## src/hdl/tacho_speed_pi_controller_unit_defines.svh

```systemverilog
// assertion macros for the tachometer speed pi controller
// used by the top level, expects clk_i and rst_ni in scope
`ifndef TACHO_SPEED_PI_CONTROLLER_UNIT_DEFINES_SVH
`define TACHO_SPEED_PI_CONTROLLER_UNIT_DEFINES_SVH

// property that holds in every cycle out of reset
`define TSPC_ASSERT_ALWAYS(lbl, cond) \
  lbl: assert property (@(posedge clk_i) disable iff (!rst_ni) (cond)) \
    else $error("tspc check failed");

// property with an antecedent and a consequent in the next cycle
`define TSPC_ASSERT_NEXT(lbl, ante, cons) \
  lbl: assert property (@(posedge clk_i) disable iff (!rst_ni) (ante) |=> (cons)) \
    else $error("tspc check failed");

`endif

```

## src/hdl/tspc_pkg.sv

```systemverilog
// shared types, codes and constants of the tachometer speed pi controller
// no dependencies
`default_nettype none

package tspc_pkg;

  localparam int DefRingDepth = 16;
  localparam int QDepth       = 2;
  localparam int EntryW       = 17;
  localparam int SumW         = 21;
  localparam int SpeedW       = 15;
  localparam int DriveW       = 24;
  localparam int ErrW         = 18;
  localparam int SetptW       = 17;
  localparam int CfgIdxW      = 4;
  localparam int CfgDataW     = 32;

  localparam logic [1:0] REQ_CAPTURE = 2'd0;
  localparam logic [1:0] REQ_TICK    = 2'd1;
  localparam logic [1:0] REQ_CMD     = 2'd2;

  localparam logic [CfgIdxW-1:0] REG_COEF_NOW    = 4'd0;
  localparam logic [CfgIdxW-1:0] REG_COEF_PREV   = 4'd1;
  localparam logic [CfgIdxW-1:0] REG_MIN_INTV    = 4'd2;
  localparam logic [CfgIdxW-1:0] REG_GAP         = 4'd3;
  localparam logic [CfgIdxW-1:0] REG_SPEED_SCALE = 4'd4;
  localparam logic [CfgIdxW-1:0] REG_WATCHDOG    = 4'd5;
  localparam logic [CfgIdxW-1:0] REG_REV_LIMIT   = 4'd6;
  localparam logic [CfgIdxW-1:0] REG_REV_DRIVE   = 4'd7;

  typedef enum logic [1:0] {
    OP_CAPTURE,
    OP_TICK,
    OP_CMD,
    OP_NONE
  } op_kind_e;

  typedef struct packed {
    op_kind_e                  kind;
    logic [31:0]               ts;
    logic signed [SetptW-1:0]  setpt;
  } op_t;

  typedef struct packed {
    logic signed [31:0]        coef_now;
    logic signed [31:0]        coef_prev;
    logic [15:0]               min_intv;
    logic [19:0]               gap;
    logic [23:0]               speed_scale;
    logic [7:0]                watchdog;
    logic [15:0]               rev_limit;
    logic signed [DriveW-1:0]  rev_drive;
  } cfg_t;

  typedef struct packed {
    logic full;
    logic empty;
  } q_stat_t;

  typedef enum logic [3:0] {
    ST_IDLE,
    ST_EXEC,
    ST_WALK,
    ST_MUL,
    ST_DIV,
    ST_SAT,
    ST_PI_A,
    ST_PI_B,
    ST_PI_C,
    ST_OUT
  } back_state_e;

endpackage

`default_nettype wire

```

## src/hdl/tspc_front.sv

```systemverilog
// front end: takes input transactions, decodes the request and clamps the setpoint
// depends on tspc_pkg
`default_nettype none

module tspc_front (
  input  wire logic                       in_valid_i,
  output logic                            in_ready_o,
  input  wire logic [1:0]                 req_type_i,
  input  wire logic [31:0]                timestamp_us_i,
  input  wire logic signed [17:0]         speed_cmd_mm_s_i,
  input  wire tspc_pkg::q_stat_t          q_stat_i,
  output logic                            push_o,
  output tspc_pkg::op_t                   op_o
);

  logic signed [tspc_pkg::SetptW-1:0] setpt_sat;

  // clamp to the 17-bit setpoint range
  always_comb begin
    if (speed_cmd_mm_s_i[17] != speed_cmd_mm_s_i[16]) begin
      setpt_sat = speed_cmd_mm_s_i[17] ? {1'b1, {(tspc_pkg::SetptW-1){1'b0}}}
                                       : {1'b0, {(tspc_pkg::SetptW-1){1'b1}}};
    end else begin
      setpt_sat = speed_cmd_mm_s_i[16:0];
    end
  end

  always_comb begin
    op_o.ts    = timestamp_us_i;
    op_o.setpt = setpt_sat;
    case (req_type_i)
      tspc_pkg::REQ_CAPTURE: op_o.kind = tspc_pkg::OP_CAPTURE;
      tspc_pkg::REQ_TICK:    op_o.kind = tspc_pkg::OP_TICK;
      tspc_pkg::REQ_CMD:     op_o.kind = tspc_pkg::OP_CMD;
      default:               op_o.kind = tspc_pkg::OP_NONE;
    endcase
  end

  assign in_ready_o = !q_stat_i.full;
  assign push_o     = in_valid_i && !q_stat_i.full;

endmodule

`default_nettype wire

```

## src/hdl/tspc_fifo.sv

```systemverilog
// short queue of decoded operations between front and back
// depends on tspc_pkg
`default_nettype none

module tspc_fifo (
  input  wire logic              clk_i,
  input  wire logic              rst_ni,
  input  wire logic              push_i,
  input  wire tspc_pkg::op_t     push_data_i,
  input  wire logic              pop_i,
  output tspc_pkg::op_t          head_o,
  output tspc_pkg::q_stat_t      stat_o
);

  localparam int PtrW = (tspc_pkg::QDepth > 1) ? $clog2(tspc_pkg::QDepth) : 1;
  localparam int CntW = $clog2(tspc_pkg::QDepth + 1);

  tspc_pkg::op_t   mem_q [tspc_pkg::QDepth];
  logic [PtrW-1:0] wr_ptr_q, rd_ptr_q;
  logic [CntW-1:0] cnt_q;
  logic            do_push, do_pop;

  assign stat_o.full  = (cnt_q == CntW'(tspc_pkg::QDepth));
  assign stat_o.empty = (cnt_q == '0);
  assign do_push      = push_i && !stat_o.full;
  assign do_pop       = pop_i && !stat_o.empty;
  assign head_o       = mem_q[rd_ptr_q];

  always_ff @(posedge clk_i) begin
    if (do_push) begin
      mem_q[wr_ptr_q] <= push_data_i;
    end
  end

  always_ff @(posedge clk_i or negedge rst_ni) begin
    if (!rst_ni) begin
      wr_ptr_q <= '0;
      rd_ptr_q <= '0;
      cnt_q    <= '0;
    end else begin
      if (do_push) begin
        wr_ptr_q <= (wr_ptr_q == PtrW'(tspc_pkg::QDepth - 1)) ? '0 : wr_ptr_q + 1'b1;
      end
      if (do_pop) begin
        rd_ptr_q <= (rd_ptr_q == PtrW'(tspc_pkg::QDepth - 1)) ? '0 : rd_ptr_q + 1'b1;
      end
      if (do_push && !do_pop) begin
        cnt_q <= cnt_q + 1'b1;
      end else if (do_pop && !do_push) begin
        cnt_q <= cnt_q - 1'b1;
      end
    end
  end

endmodule

`default_nettype wire

```

## src/hdl/tspc_back.sv

```systemverilog
// back end: interval ring walk, serial divide, pi controller and result register
// depends on tspc_pkg
`default_nettype none

module tspc_back #(
  parameter int RING_DEPTH = tspc_pkg::DefRingDepth
) (
  input  wire logic                              clk_i,
  input  wire logic                              rst_ni,
  input  wire tspc_pkg::cfg_t                    cfg_i,
  input  wire tspc_pkg::op_t                     head_i,
  input  wire tspc_pkg::q_stat_t                 q_stat_i,
  output logic                                   pop_o,
  output logic                                   out_valid_o,
  input  wire logic                              out_ready_i,
  output logic [tspc_pkg::SpeedW-1:0]            speed_mm_s_o,
  output logic                                   drive_valid_o,
  output logic signed [tspc_pkg::DriveW-1:0]     drive_command_o
);

  localparam int IdxW  = (RING_DEPTH > 1) ? $clog2(RING_DEPTH) : 1;
  localparam int CntW  = $clog2(RING_DEPTH + 1);
  localparam int NumW  = 24 + CntW;
  localparam int DcntW = $clog2(NumW + 1);
  localparam int SumW  = tspc_pkg::SumW;
  localparam int EntW  = tspc_pkg::EntryW;
  localparam int ErrW  = tspc_pkg::ErrW;
  localparam int DrvW  = tspc_pkg::DriveW;
  localparam int SpdW  = tspc_pkg::SpeedW;
  localparam int ProdW = 32 + ErrW;
  localparam logic signed [DrvW+11:0] DrvMax = (DrvW+12)'(36'sd8388607);
  localparam logic signed [DrvW+11:0] DrvMin = (DrvW+12)'(-36'sd8388608);

  tspc_pkg::back_state_e state_q, state_d;

  // control state
  logic [EntW-1:0]          ring_q [RING_DEPTH];
  logic [RING_DEPTH-1:0]    ring_vld_q;
  logic [IdxW-1:0]          ring_idx_q;
  logic                     fresh_q;
  logic [SpdW-1:0]          measured_q;
  logic signed [DrvW-1:0]   prev_drive_q;
  logic signed [ErrW-1:0]   prev_err_q;
  logic [7:0]               ticks_q;
  logic signed [16:0]       setpt_q;
  logic [31:0]              last_cap_q;
  logic                     out_valid_q;

  // work registers
  tspc_pkg::op_t            op_q;
  logic [SumW-1:0]          sum_q;
  logic [CntW-1:0]          n_q;
  logic [IdxW-1:0]          walk_idx_q;
  logic [NumW-1:0]          num_q;
  logic [SumW-1:0]          rem_q;
  logic [DcntW-1:0]         div_cnt_q;
  logic signed [ProdW-1:0]  prod_a_q, prod_b_q;
  logic signed [ErrW-1:0]   err_q;
  logic                     sp_zero_q, rev_q;
  logic signed [DrvW-1:0]   drive_res_q;
  logic [SpdW-1:0]          out_speed_q;
  logic                     out_dvalid_q;
  logic signed [DrvW-1:0]   out_drive_q;

  logic                     out_load;

  // capture datapath
  logic [31:0]     gap;
  logic            gap_lt_min, gap_gt_win;
  logic [EntW-1:0] entry_sat, rd_entry;
  logic [SumW-1:0] sum_nx;
  logic [CntW-1:0] n_nx;
  logic            walk_end;
  logic [IdxW-1:0] idx_prev, idx_next;

  assign gap        = op_q.ts - last_cap_q;
  assign gap_lt_min = gap < {16'b0, cfg_i.min_intv};
  assign gap_gt_win = gap > {12'b0, cfg_i.gap};
  assign entry_sat  = (|gap[31:EntW]) ? {EntW{1'b1}} : gap[EntW-1:0];
  assign rd_entry   = ring_vld_q[walk_idx_q] ? ring_q[walk_idx_q] : '0;
  assign sum_nx     = sum_q + SumW'(rd_entry);
  assign n_nx       = n_q + 1'b1;
  assign walk_end   = (sum_nx >= SumW'(cfg_i.gap)) || (n_nx == CntW'(RING_DEPTH));
  assign idx_prev   = (walk_idx_q == '0) ? IdxW'(RING_DEPTH - 1) : walk_idx_q - 1'b1;
  assign idx_next   = (ring_idx_q == IdxW'(RING_DEPTH - 1)) ? '0 : ring_idx_q + 1'b1;

  // restoring divider step
  logic [SumW:0] rem_sh, rem_sub;
  logic          div_ge;
  assign rem_sh  = {rem_q, num_q[NumW-1]};
  assign div_ge  = rem_sh >= {1'b0, sum_q};
  assign rem_sub = rem_sh - {1'b0, sum_q};

  // controller datapath
  logic signed [16:0]        sp_eff;
  logic signed [ErrW-1:0]    sp18, cur18, err_sel, lim_neg;
  logic                      rev_cond;
  logic signed [ProdW:0]     acc;
  logic signed [ProdW-16:0]  acc_sh;
  logic signed [DrvW+11:0]   drv_sum;
  logic signed [DrvW-1:0]    drv_sat;

  assign sp_eff   = (ticks_q >= cfg_i.watchdog) ? '0 : setpt_q;
  assign sp18     = {sp_eff[16], sp_eff};
  assign cur18    = {3'b000, measured_q};
  assign lim_neg  = -$signed({2'b00, cfg_i.rev_limit});
  assign rev_cond = sp18 <= lim_neg;
  assign err_sel  = (sp_eff[16] && !rev_cond) ? sp18 + cur18 : sp18 - cur18;
  assign acc      = prod_a_q + prod_b_q;
  assign acc_sh   = acc[ProdW:16];
  assign drv_sum  = {{12{prev_drive_q[DrvW-1]}}, prev_drive_q}
                  + {{(DrvW+12-(ProdW-15)){acc_sh[ProdW-16]}}, acc_sh};

  always_comb begin
    if (drv_sum > DrvMax) begin
      drv_sat = {1'b0, {(DrvW-1){1'b1}}};
    end else if (drv_sum < DrvMin) begin
      drv_sat = {1'b1, {(DrvW-1){1'b0}}};
    end else begin
      drv_sat = drv_sum[DrvW-1:0];
    end
  end

  // next state
  always_comb begin
    state_d = state_q;
    case (state_q)
      tspc_pkg::ST_IDLE: begin
        if (!q_stat_i.empty) state_d = tspc_pkg::ST_EXEC;
      end
      tspc_pkg::ST_EXEC: begin
        case (op_q.kind)
          tspc_pkg::OP_CAPTURE: begin
            state_d = (gap_lt_min || gap_gt_win) ? tspc_pkg::ST_OUT : tspc_pkg::ST_WALK;
          end
          tspc_pkg::OP_TICK: state_d = tspc_pkg::ST_PI_A;
          default:           state_d = tspc_pkg::ST_OUT;
        endcase
      end
      tspc_pkg::ST_WALK: begin
        if (rd_entry == '0) begin
          state_d = (sum_q != '0) ? tspc_pkg::ST_MUL : tspc_pkg::ST_OUT;
        end else if (walk_end) begin
          state_d = tspc_pkg::ST_MUL;
        end
      end
      tspc_pkg::ST_MUL:  state_d = tspc_pkg::ST_DIV;
      tspc_pkg::ST_DIV: begin
        if (div_cnt_q == DcntW'(1)) state_d = tspc_pkg::ST_SAT;
      end
      tspc_pkg::ST_SAT:  state_d = tspc_pkg::ST_OUT;
      tspc_pkg::ST_PI_A: state_d = tspc_pkg::ST_PI_B;
      tspc_pkg::ST_PI_B: state_d = tspc_pkg::ST_PI_C;
      tspc_pkg::ST_PI_C: state_d = tspc_pkg::ST_OUT;
      tspc_pkg::ST_OUT: begin
        if (out_load) state_d = tspc_pkg::ST_IDLE;
      end
      default: state_d = tspc_pkg::ST_IDLE;
    endcase
  end

  // control outputs
  always_comb begin
    pop_o    = 1'b0;
    out_load = 1'b0;
    case (state_q)
      tspc_pkg::ST_IDLE: pop_o    = !q_stat_i.empty;
      tspc_pkg::ST_OUT:  out_load = !out_valid_q || out_ready_i;
      default: begin
        pop_o    = 1'b0;
        out_load = 1'b0;
      end
    endcase
  end

  // state with reset
  always_ff @(posedge clk_i or negedge rst_ni) begin
    if (!rst_ni) begin
      state_q      <= tspc_pkg::ST_IDLE;
      ring_vld_q   <= '0;
      ring_idx_q   <= '0;
      fresh_q      <= 1'b0;
      measured_q   <= '0;
      prev_drive_q <= '0;
      prev_err_q   <= '0;
      ticks_q      <= '0;
      setpt_q      <= '0;
      last_cap_q   <= '0;
      out_valid_q  <= 1'b0;
    end else begin
      state_q <= state_d;
      if (state_q == tspc_pkg::ST_EXEC) begin
        case (op_q.kind)
          tspc_pkg::OP_CAPTURE: begin
            if (!gap_lt_min) begin
              last_cap_q <= op_q.ts;
              if (gap_gt_win) begin
                ring_vld_q <= '0;
                ring_idx_q <= '0;
              end else begin
                ring_vld_q[ring_idx_q] <= 1'b1;
                ring_idx_q             <= idx_next;
                fresh_q                <= 1'b1;
              end
            end
          end
          tspc_pkg::OP_TICK: begin
            if (ticks_q != 8'hff) ticks_q <= ticks_q + 1'b1;
            if (fresh_q) begin
              fresh_q <= 1'b0;
            end else begin
              measured_q   <= '0;
              prev_err_q   <= '0;
              prev_drive_q <= '0;
            end
          end
          tspc_pkg::OP_CMD: begin
            setpt_q <= op_q.setpt;
            ticks_q <= '0;
          end
          default: ;
        endcase
      end
      if (state_q == tspc_pkg::ST_SAT) begin
        measured_q <= (|num_q[NumW-1:SpdW]) ? {SpdW{1'b1}} : num_q[SpdW-1:0];
      end
      if (state_q == tspc_pkg::ST_PI_C) begin
        prev_drive_q <= drv_sat;
        prev_err_q   <= err_q;
      end
      if (out_load) begin
        out_valid_q <= 1'b1;
      end else if (out_ready_i) begin
        out_valid_q <= 1'b0;
      end
    end
  end

  // payload and work registers
  always_ff @(posedge clk_i) begin
    if (pop_o) op_q <= head_i;
    if (state_q == tspc_pkg::ST_EXEC) begin
      // only a stored interval touches the ring
      if (op_q.kind == tspc_pkg::OP_CAPTURE && !gap_lt_min && !gap_gt_win) begin
        ring_q[ring_idx_q] <= entry_sat;
      end
      walk_idx_q         <= ring_idx_q;
      sum_q              <= '0;
      n_q                <= '0;
    end
    if (state_q == tspc_pkg::ST_WALK && rd_entry != '0) begin
      sum_q      <= sum_nx;
      n_q        <= n_nx;
      walk_idx_q <= idx_prev;
    end
    if (state_q == tspc_pkg::ST_MUL) begin
      num_q     <= NumW'(cfg_i.speed_scale) * NumW'(n_q);
      rem_q     <= '0;
      div_cnt_q <= DcntW'(NumW);
    end
    if (state_q == tspc_pkg::ST_DIV) begin
      rem_q     <= div_ge ? rem_sub[SumW-1:0] : rem_sh[SumW-1:0];
      num_q     <= {num_q[NumW-2:0], div_ge};
      div_cnt_q <= div_cnt_q - 1'b1;
    end
    if (state_q == tspc_pkg::ST_PI_A) begin
      err_q     <= err_sel;
      prod_a_q  <= cfg_i.coef_now * err_sel;
      sp_zero_q <= (sp_eff == '0);
      rev_q     <= rev_cond;
    end
    if (state_q == tspc_pkg::ST_PI_B) begin
      prod_b_q <= cfg_i.coef_prev * prev_err_q;
    end
    if (state_q == tspc_pkg::ST_PI_C) begin
      drive_res_q <= sp_zero_q ? '0 : (rev_q ? cfg_i.rev_drive : drv_sat);
    end
    if (out_load) begin
      out_speed_q  <= measured_q;
      out_dvalid_q <= (op_q.kind == tspc_pkg::OP_TICK);
      out_drive_q  <= (op_q.kind == tspc_pkg::OP_TICK) ? drive_res_q : '0;
    end
  end

  assign out_valid_o     = out_valid_q;
  assign speed_mm_s_o    = out_speed_q;
  assign drive_valid_o   = out_dvalid_q;
  assign drive_command_o = out_drive_q;

endmodule

`default_nettype wire

```

## src/hdl/tacho_speed_pi_controller_unit.sv

```systemverilog
// top level of the tachometer speed pi controller: config registers, front, queue, back
// depends on tspc_pkg, tspc_front, tspc_fifo, tspc_back, tacho_speed_pi_controller_unit_defines.svh
//
// channel   direction  signals
// in        input      in_valid_i / in_ready_o, req_type_i, timestamp_us_i, speed_cmd_mm_s_i
// out       output     out_valid_o / out_ready_i, speed_mm_s_o, drive_valid_o, drive_command_o
// cfg       input      cfg_we_i, cfg_idx_i, cfg_data_i (write only, no wait)
//
// every transaction gives one result; commands and ignored captures go from exec straight to out
// a tick runs two registered multiplies and the drive add in the back end
// an accepted capture walks up to RING_DEPTH ring entries, then runs the serial divider,
// one quotient bit per cycle, before its result goes to out
// the queue holds two transactions, so input is still taken while a result waits on out, until the queue fills
// reset is asynchronous active low; the ring is cleared through valid bits, no sweep
`default_nettype none
`include "tacho_speed_pi_controller_unit_defines.svh"

module tacho_speed_pi_controller_unit #(
  parameter int RING_DEPTH = tspc_pkg::DefRingDepth
) (
  input  wire logic                              clk_i,
  input  wire logic                              rst_ni,
  // input transactions
  input  wire logic                              in_valid_i,
  output logic                                   in_ready_o,
  input  wire logic [1:0]                        req_type_i,
  input  wire logic [31:0]                       timestamp_us_i,
  input  wire logic signed [17:0]                speed_cmd_mm_s_i,
  // result transactions
  output logic                                   out_valid_o,
  input  wire logic                              out_ready_i,
  output logic [tspc_pkg::SpeedW-1:0]            speed_mm_s_o,
  output logic                                   drive_valid_o,
  output logic signed [tspc_pkg::DriveW-1:0]     drive_command_o,
  // configuration writes
  input  wire logic                              cfg_we_i,
  input  wire logic [tspc_pkg::CfgIdxW-1:0]      cfg_idx_i,
  input  wire logic [tspc_pkg::CfgDataW-1:0]     cfg_data_i
);

  tspc_pkg::cfg_t     cfg_q;
  tspc_pkg::op_t      push_op, head_op;
  tspc_pkg::q_stat_t  q_stat;
  logic               push, pop;

  // configuration registers, unknown indexes are dropped
  always_ff @(posedge clk_i or negedge rst_ni) begin
    if (!rst_ni) begin
      cfg_q.coef_now    <= '0;
      cfg_q.coef_prev   <= '0;
      cfg_q.min_intv    <= 16'd300;
      cfg_q.gap         <= 20'd100000;
      cfg_q.speed_scale <= 24'd4937500;
      cfg_q.watchdog    <= 8'd100;
      cfg_q.rev_limit   <= 16'd2000;
      cfg_q.rev_drive   <= -24'sd655360;
    end else if (cfg_we_i) begin
      case (cfg_idx_i)
        tspc_pkg::REG_COEF_NOW:    cfg_q.coef_now    <= cfg_data_i;
        tspc_pkg::REG_COEF_PREV:   cfg_q.coef_prev   <= cfg_data_i;
        tspc_pkg::REG_MIN_INTV:    cfg_q.min_intv    <= cfg_data_i[15:0];
        tspc_pkg::REG_GAP:         cfg_q.gap         <= cfg_data_i[19:0];
        tspc_pkg::REG_SPEED_SCALE: cfg_q.speed_scale <= cfg_data_i[23:0];
        tspc_pkg::REG_WATCHDOG:    cfg_q.watchdog    <= cfg_data_i[7:0];
        tspc_pkg::REG_REV_LIMIT:   cfg_q.rev_limit   <= cfg_data_i[15:0];
        tspc_pkg::REG_REV_DRIVE:   cfg_q.rev_drive   <= cfg_data_i[23:0];
        default: ;
      endcase
    end
  end

  // decode and setpoint clamp
  tspc_front u_front (
    .in_valid_i       (in_valid_i),
    .in_ready_o       (in_ready_o),
    .req_type_i       (req_type_i),
    .timestamp_us_i   (timestamp_us_i),
    .speed_cmd_mm_s_i (speed_cmd_mm_s_i),
    .q_stat_i         (q_stat),
    .push_o           (push),
    .op_o             (push_op)
  );

  // decouples decode from the long capture work
  tspc_fifo u_fifo (
    .clk_i       (clk_i),
    .rst_ni      (rst_ni),
    .push_i      (push),
    .push_data_i (push_op),
    .pop_i       (pop),
    .head_o      (head_op),
    .stat_o      (q_stat)
  );

  // ring walk, divider, controller and result register
  tspc_back #(
    .RING_DEPTH (RING_DEPTH)
  ) u_back (
    .clk_i           (clk_i),
    .rst_ni          (rst_ni),
    .cfg_i           (cfg_q),
    .head_i          (head_op),
    .q_stat_i        (q_stat),
    .pop_o           (pop),
    .out_valid_o     (out_valid_o),
    .out_ready_i     (out_ready_i),
    .speed_mm_s_o    (speed_mm_s_o),
    .drive_valid_o   (drive_valid_o),
    .drive_command_o (drive_command_o)
  );

  // non-tick results carry no drive
  `TSPC_ASSERT_ALWAYS(a_no_drive_off_tick, !(out_valid_o && !drive_valid_o) || drive_command_o == '0)
  // queue status never both full and empty
  `TSPC_ASSERT_ALWAYS(a_queue_status, !(q_stat.full && q_stat.empty))
  // an accepted transaction lands in the queue
  `TSPC_ASSERT_NEXT(a_push_lands, in_valid_i && in_ready_o, !q_stat.empty)

endmodule

`default_nettype wire
```

## config.mk

```make
export PLATFORM = sky130hd
export DESIGN_NAME = tacho_speed_pi_controller_unit
export DESIGN_NICKNAME = d
export VERILOG_FILES = /design/src/hdl/tspc_pkg.sv /design/src/hdl/tspc_front.sv /design/src/hdl/tspc_fifo.sv /design/src/hdl/tspc_back.sv /design/src/hdl/tacho_speed_pi_controller_unit.sv
export VERILOG_INCLUDE_DIRS = /design/src /design/src/hdl
export SDC_FILE = /design/constraint.sdc
export NUM_CORES = 2
export LEC_CHECK = 0
export BUFFER_PORTS_ARGS = -buffer_cell sky130_fd_sc_hd__buf_2
export CAP_MARGIN = 0
export CORE_UTILIZATION = 65
export CTS_CLUSTER_DIAMETER = 30
export CTS_CLUSTER_SIZE = 30
export DETAILED_ROUTE_END_ITERATION = 10
export PLACE_DENSITY_LB_ADDON = 0.1
export REMOVE_ABC_BUFFERS = 1
export SLEW_MARGIN = 20
export SYNTH_ARGS = -nofsm -noshare
export SYNTH_HDL_FRONTEND = slang
export SYNTH_SLANG_ARGS = --single-unit
```

## constraint.sdc

```tcl
create_clock -name clk_i -period 27.2 [get_ports clk_i]
set_input_delay 1.36 -clock clk_i [delete_from_list [all_inputs] [get_ports clk_i]]
set_output_delay 1.36 -clock clk_i [all_outputs]
set_load 0.01 [all_outputs]
```

; Yosys cells after proc, flatten, opt, wreduce, memory -nomap -nowiden
; Memory sizes are Yosys's and may differ from the RTL's. A register that Yosys moved wholly into a read port is not among the register bits.
; Index checks and enable logic that the tools add are counted.
[word_totals]
in_bits = 93
elab_cells = 238
mem_bits_rw = 374
mem_bits_ro = 0
memories = 2
reg_bits = 585
out_inout_bits = 42
latch_bits = 0
[op_classes]
bitwise = 2
div = 0
n_mux = 72
magnitude_cmp = 11
n_reduce_logical = 59
n_addsub = 17
n_eq_ne = 35
n_shift = 0
multipliers = 3
[memory_table]
columns = name, words, word_bits, read_ports, rd_clocked_by_memory_dff, write_ports, line_no
row1 = u_back.ring_q, 16, 17, 1, 1, 1, tspc_back.sv:37  ; logic [EntW-1:0] ring_q [RING_DEPTH];
row2 = u_fifo.mem_q, 2, 51, 1, 1, 1, tspc_fifo.sv:18  ; tspc_pkg::op_t mem_q [tspc_pkg::QDepth];
[ops]
columns = op, n
row1 = 24-bit 2-to-1 mux, 7
row2 = 21-bit 2-to-1 mux, 5
row3 = 32-bit by 18-bit multiplier with 50-bit output, 2
row4 = 18-bit 2-to-1 mux, 5
row5 = 17-bit 2-to-1 mux, 5
row6 = 15-bit 2-to-1 mux, 5
row7 = 29-bit 2-to-1 mux, 2
row8 = 4-bit 2-to-1 mux, 13
row9 = 50-bit by 50-bit adder with 51-bit output, 1
row10 = 24-bit by 35-bit adder with 36-bit output, 1
row11 = 36-bit by 24-bit > comparator with 1-bit output (second input constant), 1
row12 = 36-bit by 24-bit less-than comparator with 1-bit output (second input constant), 1
row13 = 4-bit case mux with 9 select lines, 1
row14 = 17-bit zero test, 2
row15 = 4-bit by 3-bit equality test with 1-bit output (second input constant), 8
row16 = 32-bit by 20-bit > comparator with 1-bit output, 1
row17 = 32-bit by 16-bit less-than comparator with 1-bit output, 1
row18 = 32-bit subtractor, 1
row19 = 24-bit by 5-bit multiplier with 29-bit output, 1
row20 = 22-bit by 21-bit >= comparator with 1-bit output, 1
row21 = 21-bit by 17-bit adder with 21-bit output, 1
row22 = 21-bit by 20-bit >= comparator with 1-bit output, 1
row23 = 21-bit nonzero test, 1
row24 = 21-bit subtractor, 1
row25 = other kinds (53), 131

; Depth between registers and ports, before layout
[logic_depth]
word_depth = 9
depth_mapped = 59
mapped_depth_nobuf = 56

; Hierarchy
; From an unflattened synthesis, not the netlist that was laid out.
[unflattened]
hier_cells = 8551
area_unflattened_um2 = 91841.8
[modules_own_cells]
columns = module, cells_each, area_each_um2, instances, seq_area_each_um2
row1 = tspc_back, 7940, 80717.4, 1, 21360.5
row2 = tacho_speed_pi_controller_unit, 373, 6528.8, 1, 4350.4
row3 = tspc_fifo, 178, 4129.0, 1, 3163.0
row4 = tspc_front, 60, 466.7, 1, 0.0

; Least setup slack after synthesis
; Ideal clock, no wire load.
[synth_timing]
path_kind = register to register
startpoint = register u_back.ticks_q[0]
endpoint = register u_back.prod_a_q[49], data pin
arrival_time_ns = 12.624
setup_slack_ns = 14.420
path_stages_with_launch = 54
n_path_buf = 2
period_less_slack_ns = 12.780
setup_ns = 0.157
required_ns = 27.043
path_cell_list = dfrtp_1 inv_1 ha_1 nand2b_1 a21o_1 a21o_1 a21oi_1 nor2b_1 o21ai_0 a211o_1 clkbuf_1 and2_1 ha_1 a21o_1 a21o_1 a211oi_1 o21ai_0 a221oi_1 [... 18 more ...] fa_1 fa_1 fa_1 fa_1 inv_1 fa_1 inv_1 ha_1 a21o_1 a31o_2 or3_1 o211a_1 o21ai_0 o211ai_1 a221oi_1 o21bai_1 and4_1 nor3_1
[synth_via]
elab_chain_cells = 7
[synth_lines]
columns = item, line_no
row1 = "start, declared", tspc_back.sv:44  ; logic [7:0] ticks_q;
row2 = "start signal, assigned", tspc_back.sv:208  ; if (ticks_q != 8'hff) ticks_q <= ticks_q + 1'b1;
row3 = 8-bit >= comparator, tspc_back.sv:103  ; assign sp_eff = (ticks_q >= cfg_i.watchdog) ? '0 : setpt_q;
row4 = 17-bit 2-to-1 mux, tspc_back.sv:103
row5 = 17-bit by 18-bit <= comparator with 1-bit output, tspc_back.sv:107  ; assign rev_cond = sp18 <= lim_neg;
row6 = net u_back.rev_cond, tspc_back.sv:97  ; logic rev_cond;
row7 = 1-bit zero test, tspc_back.sv:108  ; assign err_sel = (sp_eff[16] && !rev_cond) ? sp18 + cur18 : sp18 - cur18;
row8 = 1-bit logical AND, tspc_back.sv:108
row9 = 18-bit 2-to-1 mux, tspc_back.sv:108
row10 = 32-bit by 18-bit multiplier with 50-bit output, tspc_back.sv:268  ; prod_a_q <= cfg_i.coef_now * err_sel;
row11 = "end signal, assigned", tspc_back.sv:268
row12 = "end, declared", tspc_back.sv:57  ; logic signed [ProdW-1:0] prod_a_q, prod_b_q;
; The timed path passes the listed nets, and every way through them passes these cells.
; A chain may end at the register's enable or synchronous reset.

; Worst setup path in the final report
; Ends and elaborated chain as after synthesis.

==> out/metrics.yaml <==
setup_path:
  worst_setup_path_startpoint: "u_back.ticks_q[0]"
  critical_path_class: "register to register"
  crit_path_max_fanout: 33
  timing.critical_path.slowest_cell_delay_ns: 0.74
  cp.required_ns: 27.83
  ff2ff_path_depth: 52
  critical-path-slowest-cell: "a221oi_1"
  timing.rr.start: "u_back.ticks_q[0]"
  timing.critical_path.to_type: "register"
  cp.arrival_ns: 16.03
  critical_path.startpoint_type: "register"
timing:
  skew_ns: 0.0868
  unrepaired_setup_endpoints_after_global_routing: "false"
  layout_min_cycle_time_ns: 15.40
  totalNegativeSetupSlack_ns: 0
  max_clock_freq_mhz: 64.9
  timing.final.crit_share_pct: 56.6
  final-max-slew-violation-count: 0
  final-hold-violation-count: 0
  setup_viol: 0
  relSlewSlack_pct: 20.7
  worst_slew_pin_slew_ns: 1.19
hold_path:
  min_path_type: "register to register"
  worst_hold_path.num_cells: 2
  hold_start: "u_back.op_q[7]"
yosys:
  synth.cell_area_mm2: 0.0909
  async_flop_share_pct: 31.2
  synth_sequential_area_ratio_pct: 31.8
  synth_top_area_share_pct: 25.9
  ys_seq_elements: 1014
  synth_top_flop_cell: "edfxtp_1"
  synth.top_cells.by_area: "fa_1 (26%), edfxtp_1 (23%), dfrtp_1 (7.7%), ha_1 (7.5%), inv_1 (5.6%)"
  synthCells: 8634
  ys_types: 81
  post_synth_edffs: 694
  ys.warnings.count: 0
  postSynthAreaPerCell_um2: 10.5
  synth_top_area_cell: "fa_1"
die:
  design.portCount: 135
  floorplan.die.height_um: 376
  std_cell_rows: 136
  die_w_um: 376
  placeableCoreArea_mm2: 0.138
  effective_utilization_at_floorplan_pct: 65.8
  fp.dieArea_mm2: 0.141
global_routing:
  grt-ovfl-total: 0
  grt_pass1_wl_um: 386000
  pin_count_of_the_biggest_net_entering_global_routing: 81
  global_route.usage.total_pct: 35.8
  grt_pass1_vias: 67500
  antenna_violations_before_repair: 13
clock_tree:
  cts_sinks: 1014
  post_cts_buffers: 0
  clock_latency_ns: 0.85
  clock_root_buffer: "clkbuf_16"
  cts-hold-fix-buffers: 0
  cts_htree_levels: 4
  cts.clk_slew.worst_paths_ns: 0.06
  tritoncts: "done"
  cts_repair_resize_count: 0
  cts-buffers-inserted: 211
  ctsLongestPathBuffers: 3
finish:
  post_route_cell_area_mm2: 0.101
  fillCellCount: 9619
  syn_to_final_growth_pct: 11.3
  finalNetCount: 10500
  finish.cell_count_without_fillers: 10800
  multi_input_comb_area_mm2: 0.0557
  seqCellArea_mm2: 0.0289
  proportion_of_layout_cells_with_a_drive_suffix_above_1_pct: 11.4
  mostFrequentLayoutCells: "inv_1 (1,352), nand2_1 (1,242), fa_1 (1,177)"
  final_common_cell: "inv_1"
flow_run:
  drv.max_cap_violation_count: 0
detailed_routing:
  ant_nets: 0
  drt_pass1_iterations: 8
  routed_wire_length_per_instance_um: 22.6
  routed_wl_um: 243000
  dr.first_iter.drc_count: 6208
  vias_per_cell: 6.01
  remaining_drc_errors: 0
  num_vias: 64700
placed_design:
  hpwl_um: 173000
  port_buffers: 134
  gp_congestion: 0.929
  post_place_instance_area_mm2: 0.0935
  dp_cells: 10400
run_status:
  run_status: "finished, final reports clean"
[per-layer routing]
| layer | global-route usage [%] | up-vias | part of all wire (%) |
|---|---|---|---|
| li1 | - | 28200 | - |
| met1 | 51.4 | 32900 | 41 |
| met2 | 54.5 | 3123 | 45 |
| met3 | 8.87 | 445 | 11 |
| met4 | 10.1 | 6 | 2.6 |
| met5 | 0 | - | 0.018 |
[path summary, 6_finish.rpt]
path | endpoint | slack (ns)
max in group asynchronous | u_back.prev_err_q[3] | 24.35
setup reg to reg | u_back.prod_a_q[49] | 11.80
min in group asynchronous | u_back.ring_vld_q[3] | 0.47
hold reg to reg | u_back.setpt_q[7] | 0.42
hold / removal | u_back.setpt_q[7] | 0.42
setup / recovery | u_back.prod_a_q[49] | 11.80
[critical path: cells and delay by family (launching register included)]
| kind | cells | cell delay [ns] |
|---|---|---|
| compound gates | 27 | 7.44 |
| fa+ha+maj | 10 | 4.05 |
| flops | 1 | 0.41 |
| buf+inv | 4 | 0.53 |
| xor+xnor | 1 | 0.15 |
| mux | 1 | 0.40 |
| simple gates | 9 | 2.19 |
[logic make-up (layout without fill, tap and decap cells)]
family / count (synthesis) / count (layout) / share of synthesized area, %
other cells: 0 / 9 / 0
xor+xnor: 285 / 285 / 2.74
fa+ha+maj: 1723 / 1723 / 33.4
simple gates: 2534 / 2534 / 13.1
buf+inv: 1740 / 2004 / 7.23
compound gates: 1063 / 1063 / 7.25
flops: 1014 / 1014 / 31.8
mux: 275 / 275 / 4.51
[Yosys cell counts, types with 65 or more instances]
cell type / instances
inv_1: 1353
nand3_1: 73
nand2_1: 1242
dfrtp_1: 279
edfxtp_1: 694
ha_1: 546
fa_1: 1177
mux4_2: 90
xor2_1: 100
nor2b_1: 73
mux2_2: 176
xnor2_1: 185
clkbuf_1: 356
a21oi_1: 309
a21o_1: 133
o21ai_0: 291
nor3_1: 65
nand2b_1: 75
and2_1: 443
nor2_1: 319
[registers in the layout (all words and copies together) (netlist names), 5 cells and up, named ones only]
register,flops
u_back.drive_res_q,24
u_back.prev_err_q,18
cfg_q,172
u_back.speed_mm_s_o,15
u_back.ticks_q,8
u_back.prod_a_q,50
u_back.sum_q,21
u_back.measured_q,15
u_back.op_q,51
u_back.num_q,29
u_back.drive_command_o,24
u_back.n_q,5
u_back.prev_drive_q,24
u_fifo.mem_q,102
u_back.div_cnt_q,5
u_back.setpt_q,17
u_back.last_cap_q,32
u_back.err_q,18
u_back.rem_q,21
u_back.prod_b_q,50
u_back.ring_q,272
u_back.ring_vld_q,16
[through the flow]
stage,worst slack (ns),util (%),hold WS (ns)
CTS,11.86,73.2,0.431
global route,10.86,73.2,0.456
global placement,12.22,67.7,0.419
detailed placement,11.99,67.7,0.423
finish,11.80,73.3,0.424
floorplan,14.05,-,0.415
[layout make-up]
class / instances / area share, %
Sequential cell: 1014 / 28.5
Tap cell: 1863 / 2.30
Timing Repair Buffer: 247 / 1.52
Antenna cell: 9 / 0.0223
Clock buffer: 246 / 5.48
Clock inverter: 157 / 2.08
Inverter: 1354 / 5.02
Multi-Input combinational cell: 5880 / 55.0
Power is not shown: default switching activity piles up to over one toggle a cycle in this logic, so the estimate is an artifact.
